## src/lgfu_pkg.sv

```systemverilog
// Shared types, codes and constants of the lattice game Fermi update block.
package lgfu_pkg;

	localparam int unsigned SIDE_DEFAULT = 128;
	localparam int unsigned AGE_MAX = 255;
	localparam logic [7:0] AGE_LIMIT = (AGE_MAX > 255) ? 8'd255 : 8'(AGE_MAX);

	localparam int PAY_W = 16;
	localparam int CFG_IDX_W = 3;
	localparam int EXP_IN_W = 40;
	localparam int EXP_OUT_W = 24;

	localparam logic signed [17:0] EXP_LOG2E = 18'sd94548;
	localparam int unsigned EXP_C0 = 5219;
	localparam int unsigned EXP_C1 = 14707;
	localparam int unsigned EXP_C2 = 45612;
	localparam logic [EXP_OUT_W-1:0] EXP_SAT = 24'hFFFFFF;

	localparam logic [1:0] MODE_UPDATE = 2'd0;
	localparam logic [1:0] MODE_AGE    = 2'd1;
	localparam logic [1:0] MODE_WRITE  = 2'd2;
	localparam logic [1:0] MODE_NONE   = 2'd3;

	localparam logic [1:0] DIR_RIGHT = 2'd0;
	localparam logic [1:0] DIR_LEFT  = 2'd1;
	localparam logic [1:0] DIR_DOWN  = 2'd2;
	localparam logic [1:0] DIR_UP    = 2'd3;

	localparam logic [CFG_IDX_W-1:0] CFG_TEMPTATION = 3'd0;
	localparam logic [CFG_IDX_W-1:0] CFG_REWARD     = 3'd1;
	localparam logic [CFG_IDX_W-1:0] CFG_PUNISHMENT = 3'd2;
	localparam logic [CFG_IDX_W-1:0] CFG_SUCKER     = 3'd3;
	localparam logic [CFG_IDX_W-1:0] CFG_INV_SIGMA  = 3'd4;
	localparam logic [CFG_IDX_W-1:0] CFG_INV_NOISE  = 3'd5;
	localparam logic [CFG_IDX_W-1:0] CFG_MUTATION   = 3'd6;
	localparam logic [CFG_IDX_W-1:0] CFG_AGE_CENTRE = 3'd7;

	localparam int FETCH_W = 4;

	typedef enum logic [4:0] {
		ST_CLEAR,
		ST_IDLE,
		ST_CHECK,
		ST_DIV1,
		ST_DIV2,
		ST_NB,
		ST_FETCH,
		ST_SQ,
		ST_WARG,
		ST_EXPW,
		ST_WAITW,
		ST_WMUL,
		ST_DIFF,
		ST_EXPA,
		ST_WAITA,
		ST_DECIDE,
		ST_DONE
	} lgfu_state_t;

	typedef struct packed {
		logic               latch_in;
		logic               clear;
		logic               div1;
		logic               div2;
		logic               nb;
		logic [FETCH_W-1:0] rd_idx;
		logic               cap_en;
		logic [FETCH_W-1:0] cap_idx;
		logic               sel_nb;
		logic               sq;
		logic               warg;
		logic               exp_start;
		logic               exp_arg_a;
		logic               e_latch;
		logic               wmul;
		logic               diff;
		logic               decide;
		logic               finish;
	} lgfu_cmd_t;

	typedef struct packed {
		logic       site_ok;
		logic [1:0] mode;
		logic       clear_last;
		logic       exp_done;
	} lgfu_status_t;

endpackage

```

## src/lgfu_ctrl.sv

```systemverilog
// Controller: sequences the clearing pass, lattice reads, exponentials and result.
module lgfu_ctrl (
	input  logic                   clk,
	input  logic                   arst_n,
	input  logic                   in_valid,
	output logic                   in_ready,
	output logic                   out_valid,
	input  logic                   out_ready,
	input  lgfu_pkg::lgfu_status_t status,
	output lgfu_pkg::lgfu_cmd_t    cmd
);

	localparam logic [lgfu_pkg::FETCH_W-1:0] FETCH_UPDATE = 4'd10;
	localparam logic [lgfu_pkg::FETCH_W-1:0] FETCH_SINGLE = 4'd1;

	lgfu_pkg::lgfu_state_t state_q, state_d;
	logic [lgfu_pkg::FETCH_W-1:0] cnt_q, cnt_d, lim;
	logic sel_q, sel_d;
	logic out_valid_q;

	assign lim = (status.mode == lgfu_pkg::MODE_UPDATE) ? FETCH_UPDATE : FETCH_SINGLE;

	always_ff @(posedge clk or negedge arst_n) begin
		if (!arst_n) begin
			state_q     <= lgfu_pkg::ST_CLEAR;
			cnt_q       <= '0;
			sel_q       <= 1'b0;
			out_valid_q <= 1'b0;
		end else begin
			state_q <= state_d;
			cnt_q   <= cnt_d;
			sel_q   <= sel_d;
			if (cmd.finish) begin
				out_valid_q <= 1'b1;
			end else if (out_ready) begin
				out_valid_q <= 1'b0;
			end
		end
	end

	always_comb begin
		state_d    = state_q;
		cnt_d      = cnt_q;
		sel_d      = sel_q;
		cmd        = '0;
		cmd.sel_nb = sel_q;
		in_ready   = 1'b0;
		unique case (state_q)
			lgfu_pkg::ST_CLEAR: begin
				cmd.clear = 1'b1;
				if (status.clear_last) begin
					state_d = lgfu_pkg::ST_IDLE;
				end
			end
			lgfu_pkg::ST_IDLE: begin
				in_ready = 1'b1;
				if (in_valid) begin
					cmd.latch_in = 1'b1;
					state_d = lgfu_pkg::ST_CHECK;
				end
			end
			lgfu_pkg::ST_CHECK: begin
				cnt_d = '0;
				sel_d = 1'b0;
				if (!status.site_ok) begin
					state_d = lgfu_pkg::ST_DONE;
				end else if (status.mode == lgfu_pkg::MODE_UPDATE) begin
					state_d = lgfu_pkg::ST_DIV1;
				end else begin
					state_d = lgfu_pkg::ST_FETCH;
				end
			end
			lgfu_pkg::ST_DIV1: begin
				cmd.div1 = 1'b1;
				state_d = lgfu_pkg::ST_DIV2;
			end
			lgfu_pkg::ST_DIV2: begin
				cmd.div2 = 1'b1;
				state_d = lgfu_pkg::ST_NB;
			end
			lgfu_pkg::ST_NB: begin
				cmd.nb = 1'b1;
				state_d = lgfu_pkg::ST_FETCH;
			end
			lgfu_pkg::ST_FETCH: begin
				cmd.rd_idx  = cnt_q;
				cmd.cap_en  = (cnt_q != '0);
				cmd.cap_idx = cnt_q - 1'b1;
				cnt_d = cnt_q + 1'b1;
				if (cnt_q == lim) begin
					state_d = (status.mode == lgfu_pkg::MODE_UPDATE) ? lgfu_pkg::ST_SQ :
						lgfu_pkg::ST_DONE;
				end
			end
			lgfu_pkg::ST_SQ: begin
				cmd.sq = 1'b1;
				state_d = lgfu_pkg::ST_WARG;
			end
			lgfu_pkg::ST_WARG: begin
				cmd.warg = 1'b1;
				state_d = lgfu_pkg::ST_EXPW;
			end
			lgfu_pkg::ST_EXPW: begin
				cmd.exp_start = 1'b1;
				state_d = lgfu_pkg::ST_WAITW;
			end
			lgfu_pkg::ST_WAITW: begin
				cmd.e_latch = status.exp_done;
				if (status.exp_done) begin
					state_d = lgfu_pkg::ST_WMUL;
				end
			end
			lgfu_pkg::ST_WMUL: begin
				cmd.wmul = 1'b1;
				if (sel_q) begin
					state_d = lgfu_pkg::ST_DIFF;
				end else begin
					sel_d = 1'b1;
					state_d = lgfu_pkg::ST_SQ;
				end
			end
			lgfu_pkg::ST_DIFF: begin
				cmd.diff = 1'b1;
				state_d = lgfu_pkg::ST_EXPA;
			end
			lgfu_pkg::ST_EXPA: begin
				cmd.exp_start = 1'b1;
				cmd.exp_arg_a = 1'b1;
				state_d = lgfu_pkg::ST_WAITA;
			end
			lgfu_pkg::ST_WAITA: begin
				cmd.e_latch = status.exp_done;
				if (status.exp_done) begin
					state_d = lgfu_pkg::ST_DECIDE;
				end
			end
			lgfu_pkg::ST_DECIDE: begin
				cmd.decide = 1'b1;
				state_d = lgfu_pkg::ST_DONE;
			end
			lgfu_pkg::ST_DONE: begin
				if (!out_valid_q || out_ready) begin
					cmd.finish = 1'b1;
					state_d = lgfu_pkg::ST_IDLE;
				end
			end
			default: begin
				state_d = lgfu_pkg::ST_IDLE;
			end
		endcase
	end

	assign out_valid = out_valid_q;

`ifndef SYNTHESIS
	a_finish_free: assert property (@(posedge clk) disable iff (!arst_n)
		cmd.finish |-> (!out_valid_q || out_ready))
		else $error("result overwritten before it was taken");
	a_exp_when_waiting: assert property (@(posedge clk) disable iff (!arst_n)
		status.exp_done |-> (state_q == lgfu_pkg::ST_WAITW || state_q == lgfu_pkg::ST_WAITA))
		else $error("exponential finished outside a wait state");
	a_accept_check: assert property (@(posedge clk) disable iff (!arst_n)
		(in_valid && in_ready) |=> (state_q == lgfu_pkg::ST_CHECK))
		else $error("accepted request not checked next cycle");
	a_fetch_bound: assert property (@(posedge clk) disable iff (!arst_n)
		(state_q == lgfu_pkg::ST_FETCH) |-> (cnt_q <= FETCH_UPDATE))
		else $error("fetch counter overran");
`endif

endmodule

```

## config.mk

```make
export PLATFORM = sky130hd
export DESIGN_NAME = lgfu_ctrl
export DESIGN_NICKNAME = d
export VERILOG_FILES = /design/src/lgfu_pkg.sv /design/src/lgfu_ctrl.sv
export SDC_FILE = /design/constraint.sdc
export NUM_CORES = 1
export LEC_CHECK = 0
export ABC_CLOCK_PERIOD_IN_PS = 2620
export BUFFER_PORTS_ARGS = -buffer_cell sky130_fd_sc_hd__buf_2
export CORE_AREA = 2 2 56 69
export CTS_BUF_LIST = sky130_fd_sc_hd__clkbuf_4
export CTS_CLUSTER_SIZE = 40
export DETAILED_ROUTE_END_ITERATION = 10
export DIE_AREA = 0 0 58 71
export PLACE_DENSITY = 0.52
export REMOVE_ABC_BUFFERS = 1
export SYNTH_ARGS = -nofsm -noshare
export SYNTH_HDL_FRONTEND = slang
export SYNTH_SLANG_ARGS = --single-unit
```

## constraint.sdc

```tcl
create_clock -name clk -period 2.62 [get_ports clk]
set_input_delay 0.262 -clock clk [delete_from_list [all_inputs] [get_ports clk]]
set_output_delay 0.262 -clock clk [all_outputs]
set_load 0.02 [all_outputs]
```

==> metrics.cfg <==
[status]
status = finished clean

[timing]
post-route-min-period_ns = 2.170
report.final.slew_viol_count = 0
finClkSkew_ns = 0.007594
final.setup.tns_ns = 0
fin_ws_ns = 0.4500
finalHoldViolations = 0
tightest_slew_ns = 0.4844
max_freq_mhz = 460.8
whs_ns = 0.2312
finalSetupViolations = 0
worst_slew_margin_rel_pct = 67.70
rsz0062_at_grt = no
period_share_pct = 82.82

[logic_synthesis]
yosys.area.top_type = dfrtp_1
synth.avg_cell_area_um2 = 7.479
ys_seq_elements = 11
yosys.area.top_type_share_pct = 27.26
syn_area_um2 = 1010
yosys_warnings = 0
yosysSeqAreaShare_pct = 27.26
synthTopCellsByArea = dfrtp_1 27%, nor2_1 8.9%, nand2b_1 3.7%
netlist_instances = 135
synth.distinct_cells = 44

[routing]
drt_first_pass_iters = 4
wire_per_inst_um = 13.76
drt_drc_violations_left = 0
ant_nets = 0
num_vias = 1052
dr.first_iter.drc_count = 51
wl_um = 2779
via_per_inst = 5.208

[floorplan]
ios = 35
die_h_um = 71
num_rows = 24
die-area_um2 = 4118
die_w_um = 58
core_area_um2 = 3483
start_util_pct = 28.99

[critical_path]
endpoint_kind = primary output
crit_chain = or3b_1, or2_1, nor2_1, buf_2
worstPathArrival_ns = 1.91
critical_path.slowest_cell = or3b_1
cp-start-kind = flop
slowest_delay_ns = 0.47
setup.worst_path.class = reg -> out
crit_fanout = 11
required_ns = 2.36

[pwr]
irDropWorstVdd_mv = 0.4585
p_sw_w = 0.0006742
clkPwrFrac_pct = 9.8
pwr-share-seq_pct = 24.3
p_leak_nw = 0.5883
p_int_w = 0.0006326
p_sw_share_pct = 51.59
power.density_nw_per_um2 = 1070
power_frac_comb_pct = 65.9

[global_routing]
grt_pass1_vias = 977
grt_overflow = 0
grt_max_degree = 23
grt_pass1_wl_um = 4657
grt_usage_pct = 14.46
antenna_found_initial = 0

[placed_design]
portBuffers = 34
place_ws_ns = 0.7557
dpl.hpwl_um = 2095
gp_congestion = 0.8206

[job]
maxCapViolCount = 0

[cts]
tritoncts = yes
clk_pin_slew_ns = 0.08
cts_setup_buffers = 0
cts_resized = 0
htreeDepth = 1
cts_made_buffers = 3
clk_latency_ns = 0.27
clockBufferDepth = 2
cts_root_buffer = clkbuf_4
cts.sinks = 11

[hold_path]
hold_class = in -> reg

[layout]
final_cell_mix = 34 x buf_2, 24 x nor2_1, 11 x dfrtp_1, 7 x nor3_1, 7 x a21oi_1
regArea_um2 = 275.3
final_util_pct = 35.06
layout_commonest_cell = buf_2
n_fill_cell = 376
drive_above_1_share_pct = 29.45
diodes = 0
finalNetCount = 175
multi_input_area_um2 = 645.6
syn_to_final_growth_pct = 20.94

## state kept, by name, indices dropped and copies added, names as in the netlist
| signal | count |
|---|---|
| sel_q | 1 |
| cnt_q | 4 |
| out_valid | 1 |
| state_q | 5 |
## critical path: cells and delay by family (launching register included)
kind | cells | cell delay (ns)
buf+inv | 1 | 0.18
flops | 1 | 0.38
simple gates | 3 | 1.08
## synthesized netlist by cell type
cell type  number
nor3b_1         1
o21ai_1         2
nor4b_1         1
inv_1           3
nor3b_2         1
nand3b_1        1
nor2_1         24
o211ai_1        2
o21ai_0         5
nor2_2          1
a21oi_1         7
o21bai_1        1
or3b_2          2
xnor2_1         2
mux2i_1         1
buf_4           3
buf_6           1
nor4bb_1        2
o32ai_1         2
nor3_1          7
o22ai_1         2
o22a_1          1
nor2b_1         4
dfrtp_1        11
a32o_1          1
a31oi_1         1
or3_1           1
ha_1            2
nand4b_1        1
clkbuf_1        9
or3b_1          1
buf_2           2
a21o_1          3
xor2_1          1
nor4_1          3
nand2b_1        6
or2_2           1
nand3_1         2
and2_1          3
nand2_1         6
or2_1           1
o31ai_1         2
a2111oi_0       1
o41ai_2         1
## area by class of cell
| cell class | instances | area share [%] |
|---|---|---|
| inverters | 3 | 0.9221 |
| well taps | 39 | 3.996 |
| repair buffers | 39 | 17.21 |
| clock buffers | 4 | 2.459 |
| flip-flops and latches | 11 | 22.54 |
| multi-input cells | 106 | 52.87 |
## path summary, 6_finish.rpt
check | start | end | slack [ns] | cells past startpoint
min reg2reg | out_valid | out_valid | 0.55 | 2
max reg2reg | state_q[1] | state_q[0] | 0.80 | 4
max | state_q[3] | cmd[13] | 0.45 | 4
max in group asynchronous | arst_n | cnt_q[0] | 2.01 | 2
min in group asynchronous | arst_n | sel_q | 0.39 | 2
min | in_valid | state_q[0] | 0.23 | 2
## power by group through the flow
stage                     clock [W]  combinational (W)  sequential [W]
after floorplan                   0           0.000530        0.000379
after global placement            0           0.000852        0.000318
after detailed placement          0           0.000861        0.000322
after CTS                  0.000136           0.000866        0.000319
after global routing       0.000143           0.000960        0.000331
final                      0.000128           0.000862        0.000317
## kinds of logic after synthesis
| kind of cell | Yosys count | share of synthesized area, % |
|---|---|---|
| buf+inv | 18 | 8.798 |
| xor+xnor | 3 | 2.603 |
| simple gates | 69 | 37.05 |
| flops | 11 | 27.26 |
| fa+ha+maj | 2 | 2.478 |
| compound gates | 31 | 20.82 |
| mux | 1 | 0.9914 |
## per-layer routing
metal	wire [µm]	track usage (%)
met1	1242	17.93
met2	1333	24.24
met3	187	3.656
met4	15	4.651
met5	0	0
## metrics by stage
stage                power, W  instances  area [µm²]
floorplan           0.0009093        120       932.1
global placement     0.001171        197        1181
detailed placement   0.001183        197        1181
CTS                  0.001320        202        1221
global route         0.001434        202        1221
finish               0.001307        202        1221
## timing repair
action / 4_1_cts / 5_1_grt
hold buffers: 1 / 0
setup endpoints to repair: 0 / 0
hold endpoints to repair: 11 / 0
Note: power is estimated with default switching activity, not from simulation.
